===== src/rtl/core/htfd_pkg.sv =====
// Shared constants, result codes and the CRC-8 byte step for the frame decoder.
// No dependencies; used by the core and its checker.
`default_nettype none

package htfd_pkg;

  localparam logic [7:0] CRC_POLY = 8'h31;
  localparam logic [7:0] CRC_INIT = 8'hFF;

  // result status codes
  localparam logic [1:0] RES_OK      = 2'd0;
  localparam logic [1:0] RES_BUSY    = 2'd1;
  localparam logic [1:0] RES_CRC_ERR = 2'd2;

  // byte positions within a frame
  localparam logic [2:0] POS_IDLE   = 3'd0;
  localparam logic [2:0] POS_HUM_HI = 3'd1;
  localparam logic [2:0] POS_HUM_MD = 3'd2;
  localparam logic [2:0] POS_SPLIT  = 3'd3;
  localparam logic [2:0] POS_TMP_MD = 3'd4;
  localparam logic [2:0] POS_TMP_LO = 3'd5;
  localparam logic [2:0] POS_CRC    = 3'd6;

  localparam logic [0:0] KIND_NO_CRC = 1'b0;
  localparam logic [0:0] KIND_CRC    = 1'b1;
  localparam logic [0:0] KIND_RESET  = KIND_CRC;

  // fixed-point scaling
  localparam logic [33:0] HUM_SCALE      = 34'd10000;
  localparam logic [34:0] TMP_SCALE      = 35'd20000;
  localparam logic [14:0] TMP_OFFSET     = 15'd5000;
  localparam logic [13:0] HUM_CENTI_MAX  = 14'd10000;

  localparam int unsigned OUT_DATA_W = 72;

  function automatic logic [7:0] crc8_step(input logic [7:0] crc, input logic [7:0] b);
    logic [7:0] c;
    c = crc ^ b;
    for (int i = 0; i < 8; i++) begin
      if (c[7]) begin
        c = {c[6:0], 1'b0} ^ CRC_POLY;
      end else begin
        c = {c[6:0], 1'b0};
      end
    end
    return c;
  endfunction

endpackage

`default_nettype wire


===== src/rtl/core/humidity_temp_frame_decoder_core.sv =====
// Decoder for a humidity/temperature sensor measurement frame, one byte per transfer.
// Depends on htfd_pkg (codes, CRC-8 step, scaling constants).
//
//   channel | dir | payload
//   in_     | in  | tdata: rx_byte[7:0]; tuser: frame_start
//   out_    | out | tdata: status, humidity raw/centi, temperature raw/centi
//   cfg_    | in  | data: sensor_kind
//
// One byte per cycle while in_tready is high; a result appears in the output register
// the cycle after the last byte of a frame is accepted. The byte path (CRC step, field
// shifts, constant multipliers) is one register stage deep.
// Reset (rst_n low, synchronous) clears frame position, sets CRC to 0xFF and kind to 1.
// in_tready drops only while a result is held and out_tready is low.
`default_nettype none

module humidity_temp_frame_decoder_core (
  input  wire logic                              clk,
  input  wire logic                              rst_n,
  input  wire logic                              in_tvalid,
  output logic                                   in_tready,
  input  wire logic [7:0]                        in_tdata,   // [7:0] rx_byte
  input  wire logic                              in_tuser,   // [0] frame_start
  output logic                                   out_tvalid,
  input  wire logic                              out_tready,
  // [1:0] result_status, [22:2] humidity_raw, [42:23] temperature_raw,
  // [56:43] humidity_centi_pct, [71:57] temperature_centi_c
  output logic [htfd_pkg::OUT_DATA_W-1:0]        out_tdata,
  input  wire logic                              cfg_valid,
  output logic                                   cfg_ready,
  input  wire logic                              cfg_data
);
  import htfd_pkg::*;

  logic [0:0]  kind_r;
  logic [2:0]  pos_r, pos_nxt;
  logic [7:0]  crc_r, crc_nxt;
  logic [7:0]  stat_r, stat_nxt;
  logic [19:0] hum_r, hum_nxt;
  logic [19:0] tmp_r, tmp_nxt;
  logic        emit;
  logic [1:0]  res_status;

  logic        out_valid_r;
  logic [OUT_DATA_W-1:0] out_data_r;

  logic        accept;
  logic [33:0] hum_prod;
  logic [34:0] tmp_prod;
  logic [14:0] tmp_centi;
  logic [7:0]  b;

  assign b         = in_tdata;
  assign in_tready = !out_valid_r || out_tready;
  assign accept    = in_tvalid && in_tready;
  assign cfg_ready = 1'b1;

  always_comb begin
    pos_nxt    = pos_r;
    crc_nxt    = crc_r;
    stat_nxt   = stat_r;
    hum_nxt    = hum_r;
    tmp_nxt    = tmp_r;
    emit       = 1'b0;
    res_status = stat_r[7] ? RES_BUSY : RES_OK;
    if (in_tuser) begin
      stat_nxt = b;
      crc_nxt  = crc8_step(CRC_INIT, b);
      hum_nxt  = '0;
      tmp_nxt  = '0;
      pos_nxt  = POS_HUM_HI;
    end else begin
      unique case (pos_r)
        POS_HUM_HI: hum_nxt = {b, 12'd0};
        POS_HUM_MD: hum_nxt = hum_r | {8'd0, b, 4'd0};
        POS_SPLIT: begin
          hum_nxt = hum_r | {16'd0, b[7:4]};
          tmp_nxt = {b[3:0], 16'd0};
        end
        POS_TMP_MD: tmp_nxt = tmp_r | {4'd0, b, 8'd0};
        POS_TMP_LO: tmp_nxt = tmp_r | {12'd0, b};
        POS_CRC: begin
          pos_nxt = POS_IDLE;
          emit    = 1'b1;
          // CRC byte only checked if the newer kind is still selected
          if (!stat_r[7] && kind_r == KIND_CRC && crc_r != b) begin
            res_status = RES_CRC_ERR;
          end
        end
        default: pos_nxt = POS_IDLE;  // stray byte between frames
      endcase
      if (pos_r != POS_IDLE && pos_r < POS_CRC) begin
        crc_nxt = crc8_step(crc_r, b);
        if (pos_r == POS_TMP_LO && kind_r == KIND_NO_CRC) begin
          pos_nxt = POS_IDLE;
          emit    = 1'b1;
        end else begin
          pos_nxt = pos_r + 3'd1;
        end
      end
    end
  end

  // 20-bit code never exceeds 0x100000, so the humidity clamp is a no-op
  assign hum_prod  = {14'd0, hum_nxt} * HUM_SCALE;
  assign tmp_prod  = {15'd0, tmp_nxt} * TMP_SCALE;
  assign tmp_centi = tmp_prod[34:20] - TMP_OFFSET;

  always_ff @(posedge clk) begin
    if (!rst_n) begin
      kind_r      <= KIND_RESET;
      pos_r       <= POS_IDLE;
      crc_r       <= CRC_INIT;
      stat_r      <= '0;
      hum_r       <= '0;
      tmp_r       <= '0;
      out_valid_r <= 1'b0;
    end else begin
      if (cfg_valid && cfg_ready) begin
        kind_r <= cfg_data;
      end
      if (accept) begin
        pos_r  <= pos_nxt;
        crc_r  <= crc_nxt;
        stat_r <= stat_nxt;
        hum_r  <= hum_nxt;
        tmp_r  <= tmp_nxt;
      end
      if (accept && emit) begin
        out_valid_r <= 1'b1;
      end else if (out_tready) begin
        out_valid_r <= 1'b0;
      end
    end
  end

  always_ff @(posedge clk) begin
    if (accept && emit) begin
      out_data_r <= {tmp_centi, hum_prod[33:20], tmp_nxt, {1'b0, hum_nxt}, res_status};
    end
  end

  assign out_tvalid = out_valid_r;
  assign out_tdata  = out_data_r;

endmodule

`default_nettype wire


===== config.mk =====
export PLATFORM = sky130hd
export DESIGN_NAME = humidity_temp_frame_decoder_core
export DESIGN_NICKNAME = d
export VERILOG_FILES = /design/src/rtl/core/htfd_pkg.sv /design/src/rtl/core/humidity_temp_frame_decoder_core.sv
export SDC_FILE = /design/constraint.sdc
export NUM_CORES = 1
export LEC_CHECK = 0
export BUFFER_PORTS_ARGS = -buffer_cell sky130_fd_sc_hd__buf_2
export CAP_MARGIN = 10
export CORE_UTILIZATION = 62
export DETAILED_ROUTE_END_ITERATION = 10
export GPL_TIMING_DRIVEN = 0
export PLACE_DENSITY_LB_ADDON = 0.08
export SYNTH_ARGS = -nofsm -noshare
export SYNTH_HDL_FRONTEND = slang
export SYNTH_SLANG_ARGS = --single-unit

===== constraint.sdc =====
create_clock -name clk -period 8.21 [get_ports clk]
set_input_delay 0.821 -clock clk [delete_from_list [all_inputs] [get_ports clk]]
set_output_delay 0.821 -clock clk [all_outputs]
set_load 0.005 [all_outputs]

* After elaboration in Yosys (flattened, before gate mapping)
Cells that the tools add are included.
** Storage, ports and cells
- Register bits after elaboration :: 132
** Operators by class
- Muxes and demuxes :: 57
- Multiply operators :: 2
- Add/sub/neg operators :: 2
- Reduce and logical (&&, ||, !) cells :: 16
- Magnitude comparators :: 1
- Bitwise gates (word level) :: 23
- Eq/ne operators :: 8
** Operator list (number)
- two-way mux 8 bit :: 23
- case mux 20 bit (3 select lines) :: 2
- two-way mux 6 bit :: 16
- multiplier 20 x 10 -> 30 bit, second input constant :: 2
- inverter 3 bit :: 16
- two-way mux 20 bit :: 2
- OR 20 x 12 -> 20 bit :: 1
- OR 20 x 16 -> 20 bit :: 1
- OR 20 x 4 -> 20 bit :: 1
- OR 20 x 8 -> 20 bit :: 1
- subtractor 15 x 13 -> 15 bit, second input constant :: 1
- two-way mux 3 bit :: 4
- equality test 3 bit, second input constant :: 3
- inequality test 8 bit :: 1
- inverter 8 bit :: 1
- bitwise XOR 8 bit :: 1
- two-way mux 1 bit :: 7
- equality test 3 x 2 -> 1 bit, second input constant :: 2
- logical AND 1 bit :: 6
- two-way mux 2 bit :: 3
- AND reduction 2 bit :: 3
- OR reduction 5 bit :: 1
- nonzero test 2 bit :: 2
- adder 3 x 1 -> 3 bit, second input constant :: 1
- other kinds (7) :: 8

* Logic depth before layout (Yosys ltp)
Gate-level depths: netlist of the first run.
- Word-level depth :: 33
- Gate-level depth with buffers :: 31
- Depth with buffers taken out :: 29

* Worst setup path after synthesis of the first run
No wires, ideal clock.
- Kind :: in2reg
- Start point :: input port in_tuser
- End point :: register out_data_r[70] (netlist: out_tdata[70]) (data pin)
- Cell stages on the path :: 26
- Setup slack :: 1.078 ns
- Arrival time :: 6.873 ns
- Buffers on the path :: 2
- Cells stage by stage :: clkbuf_1 > clkbuf_1 > nor2b_1 > a22oi_1 > fa_1 > inv_1 > ha_1 > fa_1 > ha_1 > inv_1 > fa_1 > inv_1 > ha_1 > a211o_1 > a2111o_1 > a21oi_2 > nor4_1 > or2_2 > a21oi_1 > xor2_1 > ha_1 > nand2_1 > o211a_1 > a21boi_1 > a21oi_1 > xnor2_1
** Between the ends
- Longest elaborated chain between the ends :: 3
** RTL lines
- from (decl) :: line humidity_temp_frame_decoder_core.sv:22 : input wire logic in_tuser,
- two-way mux 20 bit :: line humidity_temp_frame_decoder_core.sv:65 : if (in_tuser) begin
- multiplier 20 x 10 -> 30 bit :: line humidity_temp_frame_decoder_core.sv:105 : assign tmp_prod = {15'd0, tmp_nxt} * TMP_SCALE;
- subtractor 15 x 13 -> 15 bit :: line humidity_temp_frame_decoder_core.sv:106 : assign tmp_centi = tmp_prod[34:20] - TMP_OFFSET;
- via tmp_centi[13] :: line humidity_temp_frame_decoder_core.sv:49 : logic [14:0] tmp_centi;
- to (signal assigned) :: line humidity_temp_frame_decoder_core.sv:138 : out_data_r <= {tmp_centi, hum_prod[33:20], tmp_nxt, {1'b0, hum_nxt}, res_status};
- to (decl) :: line humidity_temp_frame_decoder_core.sv:44 : logic [OUT_DATA_W-1:0] out_data_r;
The timed path passes the listed nets, and every way through them passes these cells.
A chain may end at the register's enable or synchronous reset.

* Final worst setup path of the first run
- Start point :: register pos_r[1]
- End point :: register out_data_r[70] (netlist: out_tdata[70]) (data pin)
** Between the ends
- Longest elaborated chain between the ends :: 5
- Elaborated cells on any way between the ends :: 7
- Classes of those cells :: 1 x add/sub; 1 x mul; 3 x eq/ne; 2 x mux
** RTL lines
- from (decl) :: line humidity_temp_frame_decoder_core.sv:35 : logic [2:0] pos_r, pos_nxt;
- from (signal assigned) :: line humidity_temp_frame_decoder_core.sv:122 : pos_r <= pos_nxt;
- equality test 3 bit or equality test 3 x 2 -> 1 bit (tied branches) :: line humidity_temp_frame_decoder_core.sv:72 : unique case (pos_r)
- case mux 20 bit (3 select lines) * :: line humidity_temp_frame_decoder_core.sv:72
- two-way mux 20 bit * :: line humidity_temp_frame_decoder_core.sv:65
- multiplier 20 x 10 -> 30 bit * :: line humidity_temp_frame_decoder_core.sv:105
- subtractor 15 x 13 -> 15 bit * :: line humidity_temp_frame_decoder_core.sv:106
- via tmp_centi[13] :: line humidity_temp_frame_decoder_core.sv:49
The timed path passes the listed nets; every way through them passes the cells marked *.

==> reports/results.ini, run 1 <==
[clock_network]
cts_root_buf=clkbuf_16
h-tree-depth=4
cts_buffers=17
ctsHoldBuffers=0
cts_resized=0
clkSinkCount=125
postCtsSetupRepairBufs=0
cts_tree=done
clkTransAtPathRegs_ns=0.06
ctsLongestPathBuffers=2
clkLatencyLatePin_ns=0.43

[power]
seqPwrFrac_pct=35.9
power_mw=1.94
sw_frac_of_total_pct=31.0
clock_power_share_pct=38.7
powerDensity_nw_per_um2=152
pwr-share-comb_pct=25.4
switchingPower_mw=0.602
p_leak_nw=7.07
peakVddDrop_mv=0.145
internal_power_mw=1.34

[setup_path]
path_common_cell=ha_1
cp.required_ns=8.39
cp_slowest_stage_delay_ns=0.59
crit_slowest_cell=a22oi_1
crit_arrival_ns=7.88
worstRegToRegCells=29
end_kind=flop
setup.worst_path.start_class=flop
cp_max_fo=10
critPathKind=flop to flop

[finish]
finish.utilization_pct=71.0
syn_to_final_growth_pct=11.8
layout-drive-gt1-share_pct=10.9
diodes=0
final_cell_area_um2=12800
mostFrequentLayoutCells=inv_1 (276), ha_1 (166), fa_1 (92)
nNetsFinal=1552
final_common_cell=inv_1

[detailed_routing]
ant_nets=0
firstDrtPassIters=5
first_iter_violations=521
vias=8281
viasPerCell=5.44
drt-total-wl_um=23700
drc=0
wl_per_cell_um=15.6

[synthesis]
ys_top_cells_by_area=edfxtp_1 (19%), ha_1 (18%), fa_1 (16%)
async_flop_share_pct=0
ys_seq_area_share_pct=28.1
synth_nets=1446
synth_warnings=0
synth-main-ff-cell=edfxtp_1
synth_top_area_cell=edfxtp_1
synth_top_area_share_pct=18.6
synthCells=1173
netlist_area_um2=11400
avgSynthCellArea_um2=9.75
synth_cell_types=66
ys_seq_elements=125
synth_edf_count=71

[die]
die-area_um2=19000
die_h_um=138
die_width_um=138
core_area_um2=18000
std_cell_rows=49
num_io_pins=90
initial_core_util_pct=63.5

[grt]
grtUsageTotal_pct=27.0
antenna_found_initial=0
grt_max_degree=17
first_global_vias=8065
grt_pass1_wl_um=39200
overflow=0

[sta]
max_clock_freq_mhz=130
finalSetupViolations=0
timing.final.crit_period_ns=7.70
worst_pin_slew_ns=0.988
period_share_pct=93.8
fin_tns_setup_ns=0
timing.slew.headroom_pct=34.2
hold_viol=0
skew_ns=0.00832
drv_slew=0
grt_setup_unrepaired=no

[placed_design]
dpl_cell_area_um2=12200
port_buffers=81
routabilityCongestion=0.875
hpwl_um=18500

[hold_path]
worst_hold_path_type=flop to flop
hold_depth=2

[outcome]
outcome=complete, no violations

[run]
maxCapViolations=0

-- state kept, by name (all words and copies together) (netlist names) --
register    count
pos_r           3
tmp_r          20
out_tvalid      1
hum_r          20
out_tdata      71
crc_r           8
stat_r          1
kind_r          1
-- cell usage after synthesis (all sizes together), types with 19 or more instances --
| cell type | instances |
|---|---|
| inv | 277 |
| ha | 166 |
| fa | 92 |
| nand2 | 82 |
| edfxtp | 71 |
| dfxtp | 54 |
| nor2 | 48 |
| xnor2 | 40 |
| o211a | 33 |
| a21oi | 32 |
| a22oi | 32 |
| clkbuf | 31 |
| xor2 | 27 |
| o21ai | 25 |
| nor2b | 19 |
-- per-stage QoR --
step | setup slack (ns) | hold slack [ns] | cells
2_1_floorplan | 1.08 | 0.443 | 1173
3_3_place_gp | -1.14 | 0.451 | 1483
3_5_place_dp | 0.192 | 0.459 | 1489
4_1_cts | 0.244 | 0.467 | 1521
5_1_grt | 0.0291 | 0.489 | 1521
6_report | 0.507 | 0.465 | 1521
-- critical path: cells and delay by family, from the launching register on --
kind / cells / cell delay [ns]
buffers and inverters: 6 / 0.72
xor gates and xnor gates: 2 / 0.32
and+or+nand+nor: 3 / 0.55
AOI/OAI and AO/OA: 10 / 2.61
adders and majority gates: 8 / 2.79
DFF: 1 / 0.44
-- final timing paths --
path,start,end,slack [ns]
setup / recovery,pos_r[1],out_tdata[70],0.51
hold / removal,hum_r[1],hum_r[1],0.46
setup reg to reg,pos_r[1],out_tdata[70],0.51
hold reg to reg,hum_r[1],hum_r[1],0.46
-- layout make-up --
class | instances | area, um^2
Buffer | 38 | 159
Clock buffer | 22 | 518
Clock inverter | 10 | 73.8
Fill cell | 1377 | 5230
Inverter | 277 | 1040
Multi-Input combinational cell | 733 | 7030
Sequential cell | 125 | 3210
Tap cell | 229 | 287
Timing Repair Buffer | 87 | 469
-- logic make-up (layout without fill, tap and decap cells) --
group                      Yosys count  in the layout  synth area share (%)
AOI/OAI and AO/OA                  198            198                  13.4
xor gates and xnor gates            67             67                  5.13
adders and majority gates          258            258                  34.3
buffers and inverters              315            434                  10.5
DFF                                125            125                  28.1
muxes                                4              4                 0.361
other                                2              2                0.0657
and+or+nand+nor                    204            204                  8.27
-- power groups by stage --
stage | combinational [mW] | sequential, mW | clock (mW)
6_report | 0.492 | 0.697 | 0.751
2_1_floorplan | 0.391 | 0.707 | 0
3_3_place_gp | 0.476 | 0.709 | 0
3_5_place_dp | 0.487 | 0.710 | 0
4_1_cts | 0.496 | 0.697 | 0.758
5_1_grt | 0.568 | 0.698 | 0.784
-- metal layers --
metal / GRT usage (%) / vias up / share of wire [%]
li1: - / 4053 / -
met1: 37.4 / 4009 / 48
met5: 0 / - / 0
met3: 3.35 / 26 / 3.6
met2: 44.1 / 193 / 47
met4: 8.45 / 0 / 1.5
No activity file was read; power rests on OpenSTA's default activity.
==> run 2, diff against run 1 <==
--- a/config.mk
+++ b/config.mk
@@ -9,7 +9,7 @@
 export CAP_MARGIN = 10
 export CORE_UTILIZATION = 62
 export DETAILED_ROUTE_END_ITERATION = 10
-export GPL_TIMING_DRIVEN = 0
+export GPL_TIMING_DRIVEN = 1
 export PLACE_DENSITY_LB_ADDON = 0.08
 export SYNTH_ARGS = -nofsm -noshare
 export SYNTH_HDL_FRONTEND = slang
==> run 2 against run 1 <==
Via count is 1.1% lower. Highest routed layer unchanged. Critical path type unchanged. Fmax is 3.6% higher. First-iteration DRC count is 7.5% lower. Sequential share of layout area hardly changed. Cell area is 0.19% lower.
==> reports/results.ini, run 2 (synthesis results as in run 1) <==
[die]
core_area_um2=18000
num_io_pins=90
die_h_um=138
initial_core_util_pct=63.5
die-area_um2=19000
die_width_um=138
std_cell_rows=49

[detailed_routing]
dr_wl_met2_um=11100
maxUsedRoutingLayer=met4
wl_per_cell_um=15.6
viasPerCell=5.46
vias=8190
first_iter_violations=482
drt-met1-wl_um=11100
ant_nets=0
drc=0
drt-total-wl_um=23300
wl_met3_um=820
firstDrtPassIters=6

[placed_design]
placed_cells=1469
routabilityCongestion=0.867
hpwl_um=17900
place_ws_ns=0.516
dpl_cell_area_um2=12100
port_buffers=87

[setup_path]
setup.worst_path.start_class=flop
cp_max_fo=20
cp.required_ns=8.38
crit_arrival_ns=7.61
crit_family=adder cells
end_kind=flop
cp_slowest_stage_delay_ns=0.56
critPathKind=flop to flop
crit_slowest_cell=a22oi_1
path_common_cell=ha_1
critical_path_buf_inv_count=5

[clock_network]
cts_root_buf=clkbuf_16
clkTransAtPathRegs_ns=0.06
cts_resized=0
cts_tree=done
clkSinkCount=125
h-tree-depth=4
postCtsSetupRepairBufs=0
cts_buffers=17
ctsLongestPathBuffers=2
clkLatencyLatePin_ns=0.42
ctsHoldBuffers=0

[power]
power_mw=1.98
internal_power_mw=1.38
switchingPower_mw=0.602
peakVddDrop_mv=0.143
clock_power_share_pct=39.8
powerDensity_nw_per_um2=155
sw_frac_of_total_pct=30.4
seqPwrFrac_pct=35.4
pwr-share-comb_pct=24.9
p_leak_nw=7.08

[sta]
drv_slew=0
hold_viol=0
layout_setup_ws_ns=0.771
worst_pin_slew_ns=1.06
max_clock_freq_mhz=134
timing.final.crit_period_ns=7.44
hold_ws_ns=0.458
fin_tns_setup_ns=0
skew_ns=0.00673
finalSetupViolations=0
period_share_pct=90.6
timing.slew.headroom_pct=29.2
grt_setup_unrepaired=no

[outcome]
outcome=complete, no violations

[finish]
register_area_um2=3210
final_cell_area_um2=12800
layout-drive-gt1-share_pct=12.1
syn_to_final_growth_pct=11.6
final_cells=1501
multi_input_area_um2=7030
mostFrequentLayoutCells=inv_1 (276), ha_1 (166), fa_1 (92)
nNetsFinal=1532
final_common_cell=inv_1
finish.utilization_pct=70.8
diodes=0
nFillCells=1400
largest_reg_flops=71

[run]
maxCapViolations=0

[hold_path]
worst_hold_path_type=flop to flop

[grt]
overflow=0
grt_pass1_wl_um=38200
grt_max_degree=67
antenna_found_initial=0
first_global_vias=7738
grtUsageTotal_pct=26.4

==> run 2: worst paths after layout <==
kind,from,to,cells after the start,slack (ns)
hold / removal,stat_r[7],out_tdata[0],0,0.46
hold reg to reg,stat_r[7],out_tdata[0],0,0.46
setup / recovery,pos_r[1],out_tdata[70],28,0.77
setup reg to reg,pos_r[1],out_tdata[70],28,0.77
==> run 2: worst reg2reg max path, delay by kind of cell (launching register included) <==
family	cells	cell delay [ns]
buffers and inverters	5	0.50
flip-flops	1	0.44
AND/OR/NAND/NOR	3	0.56
AO/OA/AOI/OAI	10	2.49
XOR/XNOR	2	0.34
adder cells (fa/ha/maj)	8	2.87
==> run 2: cell type report <==
type	instances	area share, %
Sequential cell	125	25.2
Timing Repair Buffer	105	4.47
Clock buffer	22	4.14
Inverter	277	8.14
Multi-Input combinational cell	733	55.1
Tap cell	229	2.24
Clock inverter	10	0.755
==> run 2: routing by layer <==
metal | up-vias | global-route usage [%]
met5 | - | 0
met4 | 0 | 7.73
met3 | 30 | 3.50
met2 | 174 | 43.2
met1 | 3973 | 36.3
li1 | 4013 | -
==> run 2: power groups by stage <==
stage          Clock (mW)  Sequential (mW)  Combinational, mW
2_1_floorplan           0            0.707              0.391
3_3_place_gp            0            0.713              0.471
3_5_place_dp            0            0.714              0.488
4_1_cts             0.800            0.700              0.496
5_1_grt             0.823            0.702              0.564
6_report            0.788            0.701              0.492
==> run 3, diff against run 2 <==
--- a/config.mk
+++ b/config.mk
@@ -7,9 +7,10 @@
 export LEC_CHECK = 0
 export BUFFER_PORTS_ARGS = -buffer_cell sky130_fd_sc_hd__buf_2
 export CAP_MARGIN = 10
-export CORE_UTILIZATION = 62
+export CORE_UTILIZATION = 65
+export CTS_CLUSTER_DIAMETER = 40
 export DETAILED_ROUTE_END_ITERATION = 10
-export GPL_TIMING_DRIVEN = 1
+export GPL_TIMING_DRIVEN = 0
 export PLACE_DENSITY_LB_ADDON = 0.08
 export SYNTH_ARGS = -nofsm -noshare
 export SYNTH_HDL_FRONTEND = slang
==> constraint.sdc (replaced) <==
create_clock -name clk -period 9.7 [get_ports clk]
set_input_delay 0.97 -clock clk [delete_from_list [all_inputs] [get_ports clk]]
set_output_delay 0.97 -clock clk [all_outputs]
set_load 0.005 [all_outputs]
==> run 3 against run 2 <==
Via count is 1.8% higher. Non-clock buffer count is 20 higher. Sequential share of layout area is 0.079 points lower. Clock-buffer cell count is 3 higher. Flip-flop and latch count stayed put. Die area is 4.5% lower. Combinational power is 13% lower. Cell count is 1.1% higher. First-iteration DRC count is 11% higher. Clock power is 15% lower. Routed wire length is 3.5% higher.
==> reports/results.ini, run 3 (synthesis results as in run 1) <==
[clock_network]
ctsLongestPathBuffers=2
clkLatencyLatePin_ns=0.43
cts_resized=0
cts_buffers=17
clkSinkCount=125
ctsHoldBuffers=0
h-tree-depth=4
cts_root_buf=clkbuf_16
postCtsSetupRepairBufs=0
cts_tree=done
clkTransAtPathRegs_ns=0.06

[sta]
skew_ns=0.0109
hold_viol=0
timing.final.crit_period_ns=8.13
worst_pin_slew_ns=1.07
finalSetupViolations=0
grt_setup_unrepaired=no
period_share_pct=83.8
timing.slew.headroom_pct=28.5
max_clock_freq_mhz=123
drv_slew=0
fin_tns_setup_ns=0

[hold_path]
worst_hold_path_type=flop to flop

[placed_design]
routabilityCongestion=0.874
port_buffers=81
hpwl_um=18800
placed_cells=1485

[grt]
antenna_found_initial=0
grtUsageTotal_pct=28.4
grt_pass1_wl_um=39800
overflow=0
grt_max_degree=17
first_global_vias=8171

[setup_path]
rrSetupSlack_ns=1.57
cp.required_ns=9.87
path_common_cell=ha_1
setup.worst_path.start_class=flop
crit_slowest_cell=fa_1
end_kind=flop
critPathKind=flop to flop
cp_max_fo=10
crit_arrival_ns=8.30
cp_slowest_stage_delay_ns=0.60

[die]
die-area_um2=18100
core_area_um2=17200
die_h_um=135
std_cell_rows=48
num_io_pins=90
initial_core_util_pct=66.4
die_width_um=135

[finish]
layout-drive-gt1-share_pct=10.8
final_common_cell=inv_1
syn_to_final_growth_pct=12.0
nNetsFinal=1552
largest_reg_flops=71
final_cells=1517
mostFrequentLayoutCells=inv_1 (276), ha_1 (166), fa_1 (92)
diodes=0

[detailed_routing]
vias=8340
wl_per_cell_um=15.9
drc=0
ant_nets=0
drt-total-wl_um=24200
firstDrtPassIters=6
first_iter_violations=535
viasPerCell=5.50

[outcome]
outcome=complete, no violations

[run]
maxCapViolations=0

[power]
p_leak_nw=7.08
peakVddDrop_mv=0.127
power_mw=1.68
powerDensity_nw_per_um2=131

run 3: cell count changes in the layout (fill, tap and decap cells not counted):
cell,change
and2_1,+1
buf_2,-4
clkbuf_1,+32
inv_4,+2
buf_6,+5
clkinv_4,-3
clkbuf_16,-1
and2_2,-1
clkinvlp_4,-2
buf_1,+2
buf_4,-14
clkbuf_8,+3
run 3: area by class of cell:
class                           instances  area, um^2
Buffer                                 38         156
Clock buffer                           25         548
Clock inverter                          7        67.6
Fill cell                            1281        4430
Inverter                              277        1040
Multi-Input combinational cell        733        7030
Sequential cell                       125        3210
Tap cell                              225         282
Timing Repair Buffer                   87         469
run 3: routing by layer:
layer  track usage (%)  up-vias  wire [um]
met5                 0        -          0
met4              7.93        0        371
met3              4.77       32       1010
met2              47.2      202      11600
met1              38.2     4049      11100
li1                  -     4057          -
run 3: worst paths after layout:
| path | start | endpoint | cells after the start |
|---|---|---|---|
| min | tmp_r[1] | tmp_r[1] | 2 |
| min reg2reg | tmp_r[1] | tmp_r[1] | 2 |
| max reg2reg | pos_r[2] | out_tdata[70] | 29 |
| max | pos_r[2] | out_tdata[70] | 29 |
run 3: power by group:
part           internal (mW)  switching (mW)  leakage [nW]
logic                  0.173           0.254          5.66
registers              0.581         0.00904          1.12
clock network          0.418           0.248         0.311
run 3: stage by stage:
step                cell area (um^2)  util [%]  hold WS (ns)  worst slack [ns]
finish                         12800      74.3         0.467              1.57
global route                   12800      74.3         0.494              1.21
CTS                            12800      74.3         0.465              1.64
detailed placement             12200      70.7         0.458              1.55
global placement               12100      70.3         0.451             0.276
floorplan                      11400         -         0.443              2.42
run 3: critical path: cells and delay by family (launching register included):
kind            cells  cell delay (ns)
fa+ha+maj           8             2.99
flops               1             0.39
compound gates      9             2.33
buf+inv             7             1.25
simple gates        3             0.55
xor+xnor            2             0.33
